**config.mk**
```make
export PLATFORM = sky130hd
export DESIGN_NAME = cpid_state
export DESIGN_NICKNAME = d
export VERILOG_FILES = /design/src/rtl/cpid_pkg.sv /design/src/rtl/cpid_state.sv
export SDC_FILE = /design/constraint.sdc
export NUM_CORES = 1
export LEC_CHECK = 0
export BUFFER_PORTS_ARGS = -buffer_cell sky130_fd_sc_hd__buf_2
export CAP_MARGIN = 10
export CORE_MARGIN = 4
export CORE_UTILIZATION = 29
export CTS_CLUSTER_SIZE = 28
export DETAILED_ROUTE_END_ITERATION = 12
export GPL_TIMING_DRIVEN = 0
export SLEW_MARGIN = 20
export SYNTH_ARGS = -nofsm -noshare
export SYNTH_HDL_FRONTEND = slang
export SYNTH_SLANG_ARGS = --single-unit
```
**constraint.sdc**
```tcl
create_clock -name clk -period 6.15 [get_ports clk]
set_clock_uncertainty 0.1 [all_clocks]
set_input_delay 0 -clock clk [delete_from_list [all_inputs] [get_ports clk]]
set_output_delay 0 -clock clk [all_outputs]
set_load 0.005 [all_outputs]
```
**src/rtl/cpid_pkg.sv**
```systemverilog
// Package: widths, register codes and fixed-point helpers for the balance controller.
`timescale 1ns / 1ps
package cpid_pkg;

  localparam int COUNT_WIDTH = 16;
  localparam int PWM_TOP     = 255;
  localparam int DUTY_W      = 8;
  localparam int ADC_W       = 10;
  localparam int GAIN_W      = 24;
  localparam int PERIOD_W    = 8;
  localparam int IDX_W       = 3;
  localparam int ACC_W       = 32;
  localparam int ERR_W       = ADC_W + 1;
  localparam int DIFF_W      = ERR_W + 1;
  localparam int PDIFF_W     = COUNT_WIDTH + 1;
  localparam int ADD_W       = (PDIFF_W > ERR_W) ? PDIFF_W : ERR_W;
  localparam int MUL_W       = ACC_W + 1;
  localparam int FRAC_W      = 16;
  localparam int PROD_W      = MUL_W + GAIN_W - FRAC_W + 1;
  localparam int SUM_W       = PROD_W + 3;
  localparam int S_DATA_W    = 16;
  localparam int M_DATA_W    = 16;

  localparam logic [ADC_W-1:0]    SETPOINT_RST = ADC_W'(506);
  localparam logic [GAIN_W-1:0]   ANGLE_KP_RST = GAIN_W'(697958);
  localparam logic [GAIN_W-1:0]   ANGLE_KI_RST = GAIN_W'(1704);
  localparam logic [GAIN_W-1:0]   ANGLE_KD_RST = GAIN_W'(3770286);
  localparam logic [GAIN_W-1:0]   POS_KP_RST   = GAIN_W'(458752);
  localparam logic [GAIN_W-1:0]   POS_KI_RST   = GAIN_W'(0);
  localparam logic [GAIN_W-1:0]   POS_KD_RST   = GAIN_W'(0);
  localparam logic [PERIOD_W-1:0] PERIOD_RST   = PERIOD_W'(5);

  typedef enum logic {
    OP_TICK = 1'b0,
    OP_EDGE = 1'b1
  } cpid_op_t;

  typedef enum logic [IDX_W-1:0] {
    REG_ANGLE_SETPOINT = 3'd0,
    REG_ANGLE_KP       = 3'd1,
    REG_ANGLE_KI       = 3'd2,
    REG_ANGLE_KD       = 3'd3,
    REG_POS_KP         = 3'd4,
    REG_POS_KI         = 3'd5,
    REG_POS_KD         = 3'd6,
    REG_OUTER_PERIOD   = 3'd7
  } cpid_reg_t;

  typedef struct packed {
    logic signed [ERR_W-1:0]       err;
    logic signed [DIFF_W-1:0]      diff;
    logic signed [ACC_W-1:0]       aint;
    logic signed [COUNT_WIDTH-1:0] delta;
    logic signed [PDIFF_W-1:0]     pdiff;
    logic signed [ACC_W-1:0]       pint;
  } cpid_terms_t;

  // accumulate with clamp to signed 32 bits
  function automatic logic signed [ACC_W-1:0] sat_add(logic signed [ACC_W-1:0] acc,
                                                      logic signed [ADD_W-1:0] v);
    logic signed [ACC_W:0] s;
    s = (ACC_W+1)'(acc) + (ACC_W+1)'(v);
    if (s[ACC_W] != s[ACC_W-1]) begin
      return s[ACC_W] ? {1'b1, {(ACC_W-1){1'b0}}} : {1'b0, {(ACC_W-1){1'b1}}};
    end
    return s[ACC_W-1:0];
  endfunction

  // Q8.16 gain times x, magnitude truncated toward zero
  function automatic logic signed [PROD_W-1:0] gain_mul(logic [GAIN_W-1:0] g,
                                                       logic signed [MUL_W-1:0] x);
    logic [MUL_W-1:0]        mag;
    logic [MUL_W+GAIN_W-1:0] p;
    logic [PROD_W-2:0]       q;
    mag = x[MUL_W-1] ? MUL_W'(-x) : MUL_W'(x);
    p   = {{GAIN_W{1'b0}}, mag} * {{MUL_W{1'b0}}, g};
    q   = p[MUL_W+GAIN_W-1:FRAC_W];
    return x[MUL_W-1] ? -signed'({1'b0, q}) : signed'({1'b0, q});
  endfunction

endpackage

```
**src/rtl/cpid_state.sv**
```systemverilog
// Loop state: encoder count, errors, integrals, decimation counter and the first stage register.
`timescale 1ns / 1ps
module cpid_state (
  input  logic                           clk,
  input  logic                           rst,
  input  logic                           accept,
  input  logic                           op,
  input  logic [cpid_pkg::ADC_W-1:0]     adc_sample,
  input  logic                           b_phase,
  input  logic [cpid_pkg::ADC_W-1:0]     angle_setpoint,
  input  logic [cpid_pkg::PERIOD_W-1:0]  outer_period,
  input  logic                           load,
  output cpid_pkg::cpid_terms_t          terms,
  output logic                           valid
);
  import cpid_pkg::*;

  logic        [COUNT_WIDTH-1:0] encoder_count;
  logic        [COUNT_WIDTH-1:0] last_count;
  logic signed [ERR_W-1:0]       prev_error;
  logic signed [ACC_W-1:0]       angle_integral;
  logic signed [ACC_W-1:0]       pos_integral;
  logic signed [COUNT_WIDTH-1:0] prev_pos_delta;
  logic        [PERIOD_W-1:0]    tick_count;

  logic                          tick;
  logic signed [ERR_W-1:0]       err;
  logic signed [DIFF_W-1:0]      diff;
  logic signed [ACC_W-1:0]       angle_integral_next;
  logic        [PERIOD_W-1:0]    tick_inc;
  logic                          outer;
  logic signed [COUNT_WIDTH-1:0] delta;
  logic signed [PDIFF_W-1:0]     pdiff;
  logic signed [ACC_W-1:0]       pos_integral_next;

  assign tick  = accept && (cpid_op_t'(op) == OP_TICK);
  assign err   = signed'(ERR_W'({1'b0, adc_sample}) - ERR_W'({1'b0, angle_setpoint}));
  assign diff  = DIFF_W'(err) - DIFF_W'(prev_error);
  assign angle_integral_next = sat_add(angle_integral, ADD_W'(err));
  assign tick_inc = tick_count + PERIOD_W'(1);
  assign outer    = (tick_inc == outer_period);
  assign delta    = signed'(encoder_count - last_count);
  assign pdiff    = PDIFF_W'(delta) - PDIFF_W'(prev_pos_delta);
  assign pos_integral_next = sat_add(pos_integral, ADD_W'(delta));

  always_ff @(posedge clk) begin
    if (rst) begin
      encoder_count  <= '0;
      last_count     <= '0;
      prev_error     <= '0;
      angle_integral <= '0;
      pos_integral   <= '0;
      prev_pos_delta <= '0;
      tick_count     <= '0;
    end else if (accept) begin
      if (cpid_op_t'(op) == OP_EDGE) begin
        encoder_count <= b_phase ? encoder_count - COUNT_WIDTH'(1)
                                 : encoder_count + COUNT_WIDTH'(1);
      end else begin
        prev_error     <= err;
        angle_integral <= angle_integral_next;
        if (outer) begin
          tick_count     <= '0;
          last_count     <= encoder_count;
          pos_integral   <= pos_integral_next;
          prev_pos_delta <= delta;
        end else begin
          tick_count <= tick_inc;
        end
      end
    end
  end

  // first stage register; outer terms are zero when the outer loop is not due
  always_ff @(posedge clk) begin
    if (rst) begin
      valid <= 1'b0;
    end else if (load) begin
      valid <= tick;
    end
  end

  always_ff @(posedge clk) begin
    if (load && tick) begin
      terms.err   <= err;
      terms.diff  <= diff;
      terms.aint  <= angle_integral_next;
      terms.delta <= outer ? delta : '0;
      terms.pdiff <= outer ? pdiff : '0;
      terms.pint  <= outer ? pos_integral_next : '0;
    end
  end

`ifndef ASSERT_OFF
  a_edge_keeps_ticks: assert property (@(posedge clk) disable iff (rst)
    (accept && cpid_op_t'(op) == OP_EDGE) |=> $stable(tick_count) && $stable(angle_integral))
    else $error("encoder edge changed loop state");
  a_tick_keeps_count: assert property (@(posedge clk) disable iff (rst)
    tick |=> $stable(encoder_count))
    else $error("control tick changed encoder count");
  a_outer_restarts: assert property (@(posedge clk) disable iff (rst)
    (tick && outer) |=> tick_count == '0 && last_count == encoder_count)
    else $error("outer update did not restart decimation");
`endif

endmodule

```
==> run summary, run 1 <==
The setup slack at placement is -0.1342 ns. Broken down by cell family, the worst path's largest delay share belongs to compound AO/OA/AOI/OAI gates. The number of clock buffers inserted by TritonCTS came out at 28.

On the final layout, the worst hold slack is 0.05409 ns. The count of placed standard cells including taps came out at 2643. The count of filler cells inserted in the layout is 5487. The total length of routed wires came out at 45050 um. In this run the worst path has a maximum fanout of 13.

In the post-synthesis netlist, the biggest area contributors are sky130_fd_sc_hd__edfxtp_1, sky130_fd_sc_hd__dfxtp_1, sky130_fd_sc_hd__ha_1. In this run the critical register-to-register path is launched from encoder_count[1]. The tightest min-delay check is of the in -> reg type. The nature of the critical path startpoint is an input port.

The minimum clock period after layout came out at 5.751 ns. The horizontal die dimension is 241.8 um. Once layout is complete, the cells apart from fillers number 2709. The critical path in this run is classified as in -> reg. The average via count per standard cell is 5.120. By area, the combinational part of the netlist is dominated by compound AO/OA/AOI/OAI gates. The overall track demand over capacity in global routing is 0.1481. The overflow left after global routing is 0. Setup repair after global routing left no endpoint under its margin. The CTS tree is yes. Post-CTS timing repair inserted 0 buffers for setup. In this design, the stage delay of the slowest critical-path cell is 0.54 ns. Setup violations remaining at the end of the flow were counted as 0. The number of sinks driven by the clock tree is 252. Of the total synthesized cell area, the portion taken by XOR and XNOR cells is 0.05525.

The worst hold path begins at angle_setpoint[2]. The number of failing hold endpoints at the final stage came out at 0. The sequential element share of the synthesized area came out at 0.3940.

In the final layout, the share of cells above drive strength 1 is 0.1505. The cell occurring most often along the worst timing path is sky130_fd_sc_hd__a21oi_1. The upper clock frequency limit is 173.9 MHz. The final routed wire length divided by cell count came out at 16.63 um. Synthesis instantiated 85 different standard cells from the library. For this configuration, the core starts out at a cell density of 0.2940. The latest clock arrival within the worst-skew pair is 0.57 ns. The power density relative to cell area is 298.3 nW/um^2.

The depth of the CTS H-tree is 1. The critical path starts at adc_sample[2]. The net count after synthesis came out at 1961. Of the post-synthesis cell area, the dominant cell type holds 0.2273. The synthesized instance count is 1787. The placement row count came out at 85. Entering global routing, the biggest net connects 32 pins. The final weighted congestion in routability-driven placement is 0.9006. The critical path arrival came out at 5.94 ns. The number of nets in the finished design came out at 2165. After clock tree synthesis, the clock-pin slew on the worst setup and hold paths is 0.06 ns.

The design area came out at 18760 sq um. The clock root buffer is sky130_fd_sc_hd__clkbuf_16. The initial detailed-routing violation count is 953. The buffering stage count on the worst path with inverters included came out at 5. The count of port buffers added during placement came out at 154. Headroom to the max-slew limit came out at 0.3622. The count of final max-slew check failures came out at 0. The core region area came out at 53920 sq um. Detailed routing inserted a total of 13870 vias. The cell accounting for the most synthesized area is sky130_fd_sc_hd__edfxtp_1. The worst-case vdd ir drop is 0.0002271 V. The die covers 58460 sq um. The worst endpoint required time is 6.34 ns.

The per-instance average area after synthesis is 8.870 sq um. The final worst setup slack came out at 0.3992 ns. The die span in y came out at 241.8 um. The flip-flop and latch count after synthesis is 252.

The static power due to leakage is 7.454 nW. The slew at the pin with the worst max-slew slack came out at 0.9325 ns. The total cell area at the placement stage came out at 17620 sq um. In the layout the commonest cells are sky130_fd_sc_hd__a21oi_1, sky130_fd_sc_hd__nand2_1, sky130_fd_sc_hd__buf_2, sky130_fd_sc_hd__nor2_1, sky130_fd_sc_hd__ha_1. The complex-gate fraction of the synthesized area came out at 0.2287.

The share of the cycle needed by the critical path after routing is 0.9351. The proportion of register bits with asynchronous set or reset after synthesis is 0. The number of iterations in the first detailed-routing pass came out at 5.

On the critical path, the stage with the largest delay is an instance of sky130_fd_sc_hd__dlygate4sd3_1. The simple-gate area share of the yosys netlist came out at 0.1593. The category of the worst setup path capture point is a flip-flop. The max capacitance violation total is 0.

The diode insertion count for antenna repair came out at 0. The synthesized design contains 120 enable-type register cells. The via count of the first global-routing pass came to 13450.

The detailed placement HPWL is 34220 um. The number of antenna violations at the first check in global routing is 1. The wire length of the first global-routing pass came out at 72130 um. The top-level I/O count is 155. The synthesis-to-finish area growth came out at 18.36%. The dominant synthesized flop cell is sky130_fd_sc_hd__dfxtp_1. The mapped cell area came out at 15850 sq um. The run finished with clean final reports.

The total power consumption of the routed design came out at 5.597 mW. The maximum clock insertion buffer count is 3. The number of warning messages in the yosys log came out at 0. The share of synthesized cell area in full adder, half adder and majority cells came out at 0.1138. In this run the remaining antenna-violating nets after routing total 0. The proportion of synthesized area in mux cells is 0.002052. The count of unresolved DRC violations after routing is 0.

The leading cell type in the layout, fill and taps excluded is sky130_fd_sc_hd__a21oi_1.
-- layer usage --
layer  track usage  wire, um  vias up
met4       0.04439      1234        2
li1              -         -     6851
met1        0.2011     20990     6571
met5             0        13        -
met3       0.02371      2440       82
met2        0.2437     20370      364
-- worst register-to-register path: cells and delay by family, from the launching register on --
kind	cells	cell delay, ns
simple gates	4	1.04
flops	1	0.44
xor+xnor	1	0.41
buf+inv	3	0.60
fa+ha+maj	2	0.55
compound gates	9	2.37
-- cell families after synthesis --
kind of cell,count (synthesis)
AO/OA/AOI/OAI,557
adder cells (fa/ha/maj),140
flip-flops,252
XOR/XNOR,100
multiplexers,3
AND/OR/NAND/NOR,550
buffers and inverters,185
-- report_power, final --
group	internal, mW	total (mW)	switching, mW
registers	1.87	1.91	0.0356
clock network	1.05	1.78	0.732
logic	0.714	1.90	1.19
total	3.64	5.60	1.96
-- final cells by class --
type / count / area (sq um) / share of cell area
Multi-Input combinational cell: 1350 / 8911 / 0.4750
Sequential cell: 252 / 6246 / 0.3329
Tap cell: 696 / 870.8 / 0.04642
Buffer: 74 / 325.3 / 0.01734
Timing Repair Buffer: 174 / 1017 / 0.05422
Clock buffer: 32 / 715.7 / 0.03815
Clock inverter: 20 / 259.0 / 0.01380
Inverter: 111 / 416.7 / 0.02221
-- repair_timing --
item / 4_1_cts / 5_1_grt
hold buffers: 14 / 0
gates resized for setup: 0 / 5
hold endpoints to repair: 51 / 0
endpoints found under the setup margin: 0 / 84
-- Yosys cell counts, drive strengths merged, types with 15 or more instances --
cell type	number
inv	110
o21bai	15
a31oi	15
xnor2	61
a21o	35
nor3	31
nor2b	15
and2	17
clkbuf	58
nor2	161
a21oi	222
nand4	18
edfxtp	120
nand3	44
buf	16
dfxtp	132
a211oi	48
o211ai	21
nand2	196
ha	133
xor2	39
o21ai	124
-- metrics by stage --
step,utilization,setup TNS (ns)
after floorplan,-,0
after global placement,0.3244,-349.25
after detailed placement,0.3267,-4.269
after CTS,0.3474,0
after global routing,0.3480,0
final,0.3480,0
-- flip-flops by register name, summed over array words and instances (netlist names) --
register	count
angle_integral	32
terms	120
prev_pos_delta	16
encoder_count	16
valid	1
prev_error	11
pos_integral	32
tick_count	8
last_count	16
-- worst paths after layout --
path | cells past startpoint | end | slack (ns)
hold reg to reg | 2 | prev_error[1] | 0.35
setup / recovery | 25 | terms[90] | 0.40
setup reg to reg | 19 | terms[0] | 0.44
hold / removal | 4 | terms[111] | 0.05
Note: power is estimated with default switching activity, not from simulation.
==> run 2: changes to the inputs <==
==> constraint.sdc (replaced) <==
create_clock -name clk -period 6.15 [get_ports clk]
set_clock_uncertainty 0.1 [all_clocks]
set_input_delay 0.3075 -clock clk [delete_from_list [all_inputs] [get_ports clk]]
set_output_delay 0.3075 -clock clk [all_outputs]
set_load 0.005 [all_outputs]
==> run 2 against run 1 <==
  * Maximum frequency is 0.88% higher
  * Combinational power hardly changed
  * Global-route usage is 0.070 points lower
  * Core utilization fell by 0.38 points
  * Critical path depth rose by 1
  * Clock-buffer cell count decreased by 1
  * Sequential share of layout area up 0.37 points
  * Routed wire length increased by 0.32%
  * Via count increased by 0.27%
  * Register-to-register slack barely moved
  * Die area unchanged
  * Power down 2.8%
  * Critical path type unchanged
  * Largest cell class unchanged
==> run summary, run 2 (synthesis gave the netlist of run 1 again) <==
The depth of the CTS H-tree is 1 (unchanged). The die span in y was 241.8 um (unchanged). The final routed wire length divided by cell count came to 16.76 um (+0.80%). The worst setup path is captured at a flip-flop. The buffering stage count on the worst path with inverters included is 5 (unchanged). The proportion of power drawn by the clock network came out at 0.297 (-0.022). The via count of the first global-routing pass came out at 13538 (+0.65%). The run finished with clean final reports. The count of port buffers added during placement came to 154 (unchanged). The largest registers in the layout are terms x120, angle_integral x32, pos_integral x32. The count of filler cells inserted in the layout came out at 5503 (+0.29%).

TritonCTS built the clock tree. The flip-flop count of the largest register after layout is 120 (unchanged). The final core utilization is 0.3441 (-0.003805).

The share of the cycle needed by the critical path after routing came out at 0.9269 (-0.008190). The synthesis-to-finish area growth is 17.06%. The combinational cell fraction of total power was 0.352 (+0.012). In the layout the commonest cells are sky130_fd_sc_hd__a21oi_1, sky130_fd_sc_hd__nand2_1, sky130_fd_sc_hd__buf_2, sky130_fd_sc_hd__nor2_1, sky130_fd_sc_hd__ha_1. The maximum clock insertion buffer count came out at 3 (unchanged). The final standard cell count with taps included and fillers excluded is 2696 (-0.48%). The wire length of the first global-routing pass came to 71890 um (-0.32%). The top-level I/O count is 155 (unchanged).

The count of final max-slew check failures is 0 (unchanged). Setup repair after global routing left no endpoint under its margin. The cell occurring most often along the worst timing path is sky130_fd_sc_hd__a21oi_1. The max capacitance violation total came out at 0 (unchanged). The number of iterations in the first detailed-routing pass is 5 (unchanged). The minimum clock period after layout is 5.700 ns (-0.05037 ns). The horizontal die dimension is 241.8 um (unchanged).

The residual antenna-violating net count after detailed routing came out at 0 (unchanged). The final weighted congestion in routability-driven placement came out at 0.9010 (about the same). The cell family contributing the most delay on the critical path is compound AO/OA/AOI/OAI gates. The register clock-pin slew on the reported worst setup and hold paths is 0.06 ns (about the same).

The number of antenna violations at the first check in global routing is 1 (unchanged). The worst endpoint required time is 6.33 ns (about the same). The count of placed standard cells including taps came out at 2642 (-0.038%). The final setup violation count came to 0 (unchanged). The normalized max-slew margin is 0.3192 (-0.04304). STA classifies the critical path startpoint as an input port. The core region area came out at 53920 sq um (unchanged). The total internal power is 3.493 mW (-4.0%). The slowest cell on the critical path is sky130_fd_sc_hd__a211oi_2.

The total length of routed wires came out at 45200 um (+0.32%). The static power due to leakage is 7.357 nW (-1.3%). The detailed placement HPWL is 34190 um (about the same).

The critical path arrival came out at 5.88 ns (-0.06 ns). The register bank with the most flops is terms. The number of failing hold endpoints at the final stage was 0 (unchanged).

The vias after detailed routing is 13908 (+0.27%). The latest clock arrival within the worst-skew pair came to 0.56 ns (about the same). The power share of the sequential group came out at 0.351 (+0.010). The classification of the worst setup path is in -> reg. The count of unresolved DRC violations after routing is 0 (unchanged).

The slew at the pin with the worst max-slew slack is 0.9955 ns (+0.06294 ns). The footprint of the flip-flops and latches was 6246 sq um (unchanged). The power density relative to cell area came to 293.1 nW/um^2 (-1.8%). The leading cell type in the layout, fill and taps excluded is sky130_fd_sc_hd__a21oi_1. The initial detailed-routing violation count came to 831 (-13%). The diode insertion count for antenna repair came out at 0 (unchanged). The number of sinks driven by the clock tree came to 252 (unchanged).

The overall track demand over capacity in global routing came out at 0.1474 (-0.0007015). The min-delay analysis places its worst path in the category in -> reg. The number of clock buffers inserted by TritonCTS is 27 (-3.6%). The average via count per standard cell was 5.159 (+0.76%). The multi-input gate area in the final layout is 8929 sq um (+0.20%). The highest fanout seen on the critical path came out at 10 (-3). The share of post-route cells with drive strength above 1 is 0.1525 (+0.001978). The number of nets in the finished design came out at 2153 (-0.55%). The initial cell density of the core came out at 0.2940 (unchanged). The placement row count came to 85 (unchanged). The worst-case vdd ir drop came out at 0.0001749 V (-23%). The switching power as a share of total power came out at 0.3577 (+0.007932). The total net switching power is 1.945 mW (-0.63%). The stage delay of the slowest cell on the critical path was 0.44 ns (-0.10 ns). The maximum number of pins on one net before global-route repair is 32 (unchanged). The worst hold slack came out at 0.04144 ns (-0.01265 ns). The total die area is 58460 sq um (unchanged). The clock root buffer is sky130_fd_sc_hd__clkbuf_16.

The overflow left after global routing is 0 (unchanged). The upper clock frequency limit was 175.4 MHz (+0.88%).
-- run 2: cell types whose count changed in the layout (fill, tap and decap cells not counted), moves of 2 or more --
cell,delta
sky130_fd_sc_hd__nor2_4,+2
sky130_fd_sc_hd__clkinv_4,-2
sky130_fd_sc_hd__bufinv_16,-3
sky130_fd_sc_hd__dlygate4sd3_1,-13
-- run 2: timing repair --
item / in CTS / in global routing
hold buffers: 1 / 0
resized for setup: 0 / 7
endpoints found under the hold margin: 1 / 0
setup buffers: 0 / 2
endpoints found under the setup margin: 0 / 120
-- run 2: final cells by class --
class                   count  area share
multi-input cells        1351      0.4812
repair buffers            162     0.04868
well taps                 696     0.04693
inverters                 111     0.02245
clock buffers              31     0.03776
flip-flops and latches    252      0.3366
plain buffers              74     0.01753
clock inverters            19    0.008900
-- run 2: through the flow --
step | TNS [ns] | setup WS (ns) | area [sq um] | power (mW)
after floorplan | 0 | 0.4887 | 15850 | 3.322
after global placement | -103.90 | -1.286 | 17500 | 3.761
after detailed placement | -15.82 | -0.3573 | 17610 | 3.813
after CTS | 0 | 0.2157 | 18490 | 5.464
after global routing | 0 | 0.01215 | 18560 | 5.803
final | 0 | 0.4495 | 18560 | 5.439
-- run 2: power groups by stage --
stage               registers, mW  logic (mW)  clock network [mW]
finish                       1.91        1.91                1.62
floorplan                    1.94        1.38                   0
global placement             1.95        1.81                   0
CTS                          1.91        1.88                1.67
detailed placement           1.95        1.87                   0
global route                 1.92        2.14                1.74
-- run 2: worst paths after layout --
kind | start | to | slack (ns) | cells past startpoint
setup reg to reg | last_count[1] | terms[1] | 0.45 | 21
hold / removal | load | valid | 0.04 | 4
hold reg to reg | prev_error[5] | prev_error[5] | 0.35 | 2
setup / recovery | adc_sample[0] | terms[86] | 0.45 | 26
-- run 2: tightest hold or removal path, stage by stage --
cell and delay, ns:
sky130_fd_sc_hd__buf_2 0.08, sky130_fd_sc_hd__inv_1 0.07, sky130_fd_sc_hd__a21oi_1 0.15, sky130_fd_sc_hd__nor2_1 0.04
-- run 2: per-layer routing --
layer,routed length [um],up-vias,share of wire,track usage
li1,-,6835,-,-
met1,20900,6677,0.46,0.1963
met2,20820,317,0.46,0.2466
met3,2252,77,0.050,0.02260
met4,1214,2,0.027,0.04695
met5,7,-,0.00015,0
==> run 3: changes to the inputs <==
--- a/config.mk
+++ b/config.mk
@@ -7,11 +7,15 @@
 export LEC_CHECK = 0
 export BUFFER_PORTS_ARGS = -buffer_cell sky130_fd_sc_hd__buf_2
 export CAP_MARGIN = 10
+export CELL_PAD_IN_SITES_DETAIL_PLACEMENT = 1
+export CELL_PAD_IN_SITES_GLOBAL_PLACEMENT = 1
 export CORE_MARGIN = 4
 export CORE_UTILIZATION = 29
 export CTS_CLUSTER_SIZE = 28
 export DETAILED_ROUTE_END_ITERATION = 12
 export GPL_TIMING_DRIVEN = 0
+export PLACE_DENSITY_LB_ADDON = 0.1
+export SKIP_LAST_GASP = 1
 export SLEW_MARGIN = 20
 export SYNTH_ARGS = -nofsm -noshare
 export SYNTH_HDL_FRONTEND = slang
==> run 3 against run 2 <==
  * Maximum frequency shrank 2.0%
  * Die area is the same
  * Via count shrank 0.96%
  * Critical endpoint is now terms[28]
==> run summary, run 3 (synthesis gave the netlist of run 1 again) <==
The max capacitance violation total is 0 (unchanged). The flip-flop count of the largest register after layout came out at 120 (unchanged). The detailed placement HPWL came out at 39800 um (+16%). The class of the most critical hold timing path is in -> reg. The highest metal layer carrying signal wires in the routed design is met4. The static power due to leakage was 7.583 nW (+3.1%).

The slew at the pin with the worst max-slew slack came out at 1.111 ns (+0.1152 ns). The top-level I/O count was 155 (unchanged). The overall track demand over capacity in global routing came out at 0.1723 (+0.02496). The count of final max-slew check failures is 0 (unchanged). The register clock-pin slew on the reported worst setup and hold paths came to 0.06 ns (about the same).

The slowest cell on the critical path is sky130_fd_sc_hd__nor4_1. The final routed wire length divided by cell count came to 18.99 um (+13%). The latest clock arrival within the worst-skew pair is 0.55 ns (about the same). The depth of the CTS H-tree is 2 (+1). The power density relative to cell area came to 316.8 nW/um^2 (+8.1%). The final weighted congestion in routability-driven placement came to 0.8432 (-6.4%). The count of filler cells inserted in the layout came out at 6267 (+14%). The share of the cycle needed by the critical path after routing came out at 0.9458 (+0.01888).

The category of the worst setup path capture point is a flip-flop. The overflow left after global routing is 0 (unchanged). The count of port buffers added during placement came out at 154 (unchanged). The maximum clock insertion buffer count came out at 3 (unchanged). The total power consumption of the routed design is 6.015 mW (+11%). The residual antenna-violating net count after detailed routing is 0 (unchanged). The final setup violation count came out at 0 (unchanged). The die span in y came out at 241.8 um (unchanged). Ranked by flip-flop count, first place goes to terms.

The stage delay of the slowest cell on the critical path came out at 0.56 ns (+0.12 ns). The number of iterations in the first detailed-routing pass came out at 4 (-1). The wire length of the first global-routing pass was 81860 um (+14%).

The normalized max-slew margin is 0.2404 (-0.07878). The initial cell density of the core came out at 0.2940 (unchanged). The critical path arrival came out at 6.04 ns (+0.16 ns). The number of clock buffers inserted by TritonCTS was 34 (+26%). The placement row count came out at 85 (unchanged). The core region area is 53920 sq um (unchanged). The largest registers in the layout are terms x120, angle_integral x32, pos_integral x32. The top cell types in the final layout, fill and taps aside, are sky130_fd_sc_hd__a21oi_1, sky130_fd_sc_hd__nand2_1, sky130_fd_sc_hd__buf_2, sky130_fd_sc_hd__nor2_1, sky130_fd_sc_hd__ha_1.

The flow ran to the end, and the final reports show no timing, DRC or antenna violations. The worst-case vdd ir drop came out at 0.0001477 V (-16%). The initial detailed-routing violation count is 657 (-21%). Setup repair after global routing left no endpoint under its margin.

The number of sinks driven by the clock tree came out at 252 (unchanged). The vias after detailed routing came out at 13774 (-0.96%). The wire length on met2 is 23320 um (+12%). The count of unresolved DRC violations after routing came out at 0 (unchanged). From synthesis to final layout, the design area changed by 19.77%. The signal on the critical path passes through inv_1 > ha_1 > nor2b_1 > o31a_1 > o211ai_1 > a31oi_1 > a211oi_1 > o21bai_1 > xnor2_2 > buf_6 > buf_8 > ha_1 > clkbuf_1 > nand2_1 > nor4_1 > o2111ai_2 > a211oi_1 > a31o_2 > buf_6 > inv_2 > a21oi_1. The post-route met1 wirelength is 25710 um (+23%). The number of failing hold endpoints at the final stage came out at 0 (unchanged). The share of post-route cells with drive strength above 1 is 0.1653 (+0.01285). The number of nets in the finished design is 2169 (+0.74%).

The worst setup path is launched from a flip-flop. The worst endpoint required time is 6.37 ns (+0.04 ns). The maximum number of pins on one net before global-route repair came to 29 (-9.4%). The highest fanout seen on the critical path was 12 (+2). The total die area was 58460 sq um (unchanged). The critical path is of the reg -> reg type. TritonCTS built the clock tree. The leading cell type in the layout, fill and taps excluded is sky130_fd_sc_hd__a21oi_1. The upper clock frequency limit came out at 171.9 MHz (-2.0%). The horizontal die dimension was 241.8 um (unchanged). The minimum clock period after layout came to 5.817 ns (+0.1161 ns).

Grouping stages by cell kind, the critical path spends the most delay in compound AO/OA/AOI/OAI gates. The design area came out at 18980 sq um (+2.3%). The average via count per standard cell is 5.070 (-1.7%). The hold buffer count at CTS came to 0 (-1). The total cell area at the placement stage came out at 17660 sq um (+0.26%).

The total length of routed wires is 51580 um (+14%). The sum of negative setup slack is 0 ns (unchanged). The met3 layer wire length in the routed design came to 1502 um (-33%). The buffering stage count on the worst path with inverters included is 6 (+1). The clock root buffer is sky130_fd_sc_hd__clkbuf_16. The via count of the first global-routing pass came out at 14503 (+7.1%).

The number of antenna violations at the first check in global routing is 1 (unchanged).
run 3: area by class of cell:
class | count | area, sq um | area share
multi-input combinational | 1351 | 8944 | 0.4711
sequential | 252 | 6246 | 0.3290
timing repair buffer | 173 | 1002 | 0.05279
clock buffer | 42 | 922.1 | 0.04857
tap | 696 | 870.8 | 0.04587
inverter | 111 | 416.7 | 0.02195
buffer | 72 | 319.1 | 0.01681
clock inverter | 19 | 261.5 | 0.01377
antenna | 1 | 2.502 | 0.0001318
run 3: worst register-to-register path, cell delays in order (launching register included):
cell                        delay, ns
sky130_fd_sc_hd__dfxtp_1         0.37
sky130_fd_sc_hd__inv_1           0.06
sky130_fd_sc_hd__ha_1            0.26
sky130_fd_sc_hd__nor2b_1         0.15
sky130_fd_sc_hd__o31a_1          0.29
sky130_fd_sc_hd__o211ai_1        0.26
sky130_fd_sc_hd__a31oi_1         0.20
sky130_fd_sc_hd__a211oi_1        0.27
sky130_fd_sc_hd__o21bai_1        0.14
sky130_fd_sc_hd__xnor2_2         0.17
sky130_fd_sc_hd__buf_6           0.17
sky130_fd_sc_hd__buf_8           0.16
sky130_fd_sc_hd__ha_1            0.28
sky130_fd_sc_hd__clkbuf_1        0.31
sky130_fd_sc_hd__nand2_1         0.20
sky130_fd_sc_hd__nor4_1          0.56
sky130_fd_sc_hd__o2111ai_2       0.37
sky130_fd_sc_hd__a211oi_1        0.34
sky130_fd_sc_hd__a31o_2          0.30
sky130_fd_sc_hd__buf_6           0.22
sky130_fd_sc_hd__inv_2           0.13
sky130_fd_sc_hd__a21oi_1         0.29
run 3: final timing paths:
kind                       from                end  slack, ns  depth (start not counted)
hold / removal              rst  encoder_count[14]       0.04                          3
setup / recovery  last_count[1]          terms[28]       0.33                         21
setup reg to reg  last_count[1]          terms[28]       0.33                         21
hold reg to reg   last_count[2]      last_count[2]       0.35                          2
run 3: what timing repair did:
item / 4_1_cts / 5_1_grt
pin swaps: 0 / 4
cloned: 0 / 1
buffers inserted: 0 / 12
setup endpoints to repair: 30 / 123
gates resized for setup: 2 / 14
run 3: routing by layer:
metal,track usage,up-vias
li1,-,6855
met1,0.2378,6689
met2,0.2843,168
met3,0.02448,62
met4,0.04593,0
met5,0,-
run 3: metrics by stage:
| stage | hold slack, ns | setup slack [ns] | std cells | utilization |
|---|---|---|---|---|
| floorplan | 0.3363 | 0.4887 | 1787 | - |
| global placement | 0.3431 | -1.775 | 2637 | 0.3245 |
| detailed placement | 0.3468 | -0.6299 | 2644 | 0.3275 |
| CTS | 0.0008438 | -0.01013 | 2705 | 0.3496 |
| global route | 0.03554 | 0.003988 | 2717 | 0.3521 |
| finish | 0.03999 | 0.3335 | 2717 | 0.3521 |
run 3: power by group:
group / switching (mW) / internal, mW / total [mW]
registers: 0.0369 / 1.87 / 1.91
clock network: 0.808 / 1.32 / 2.13
logic: 1.24 / 0.732 / 1.97
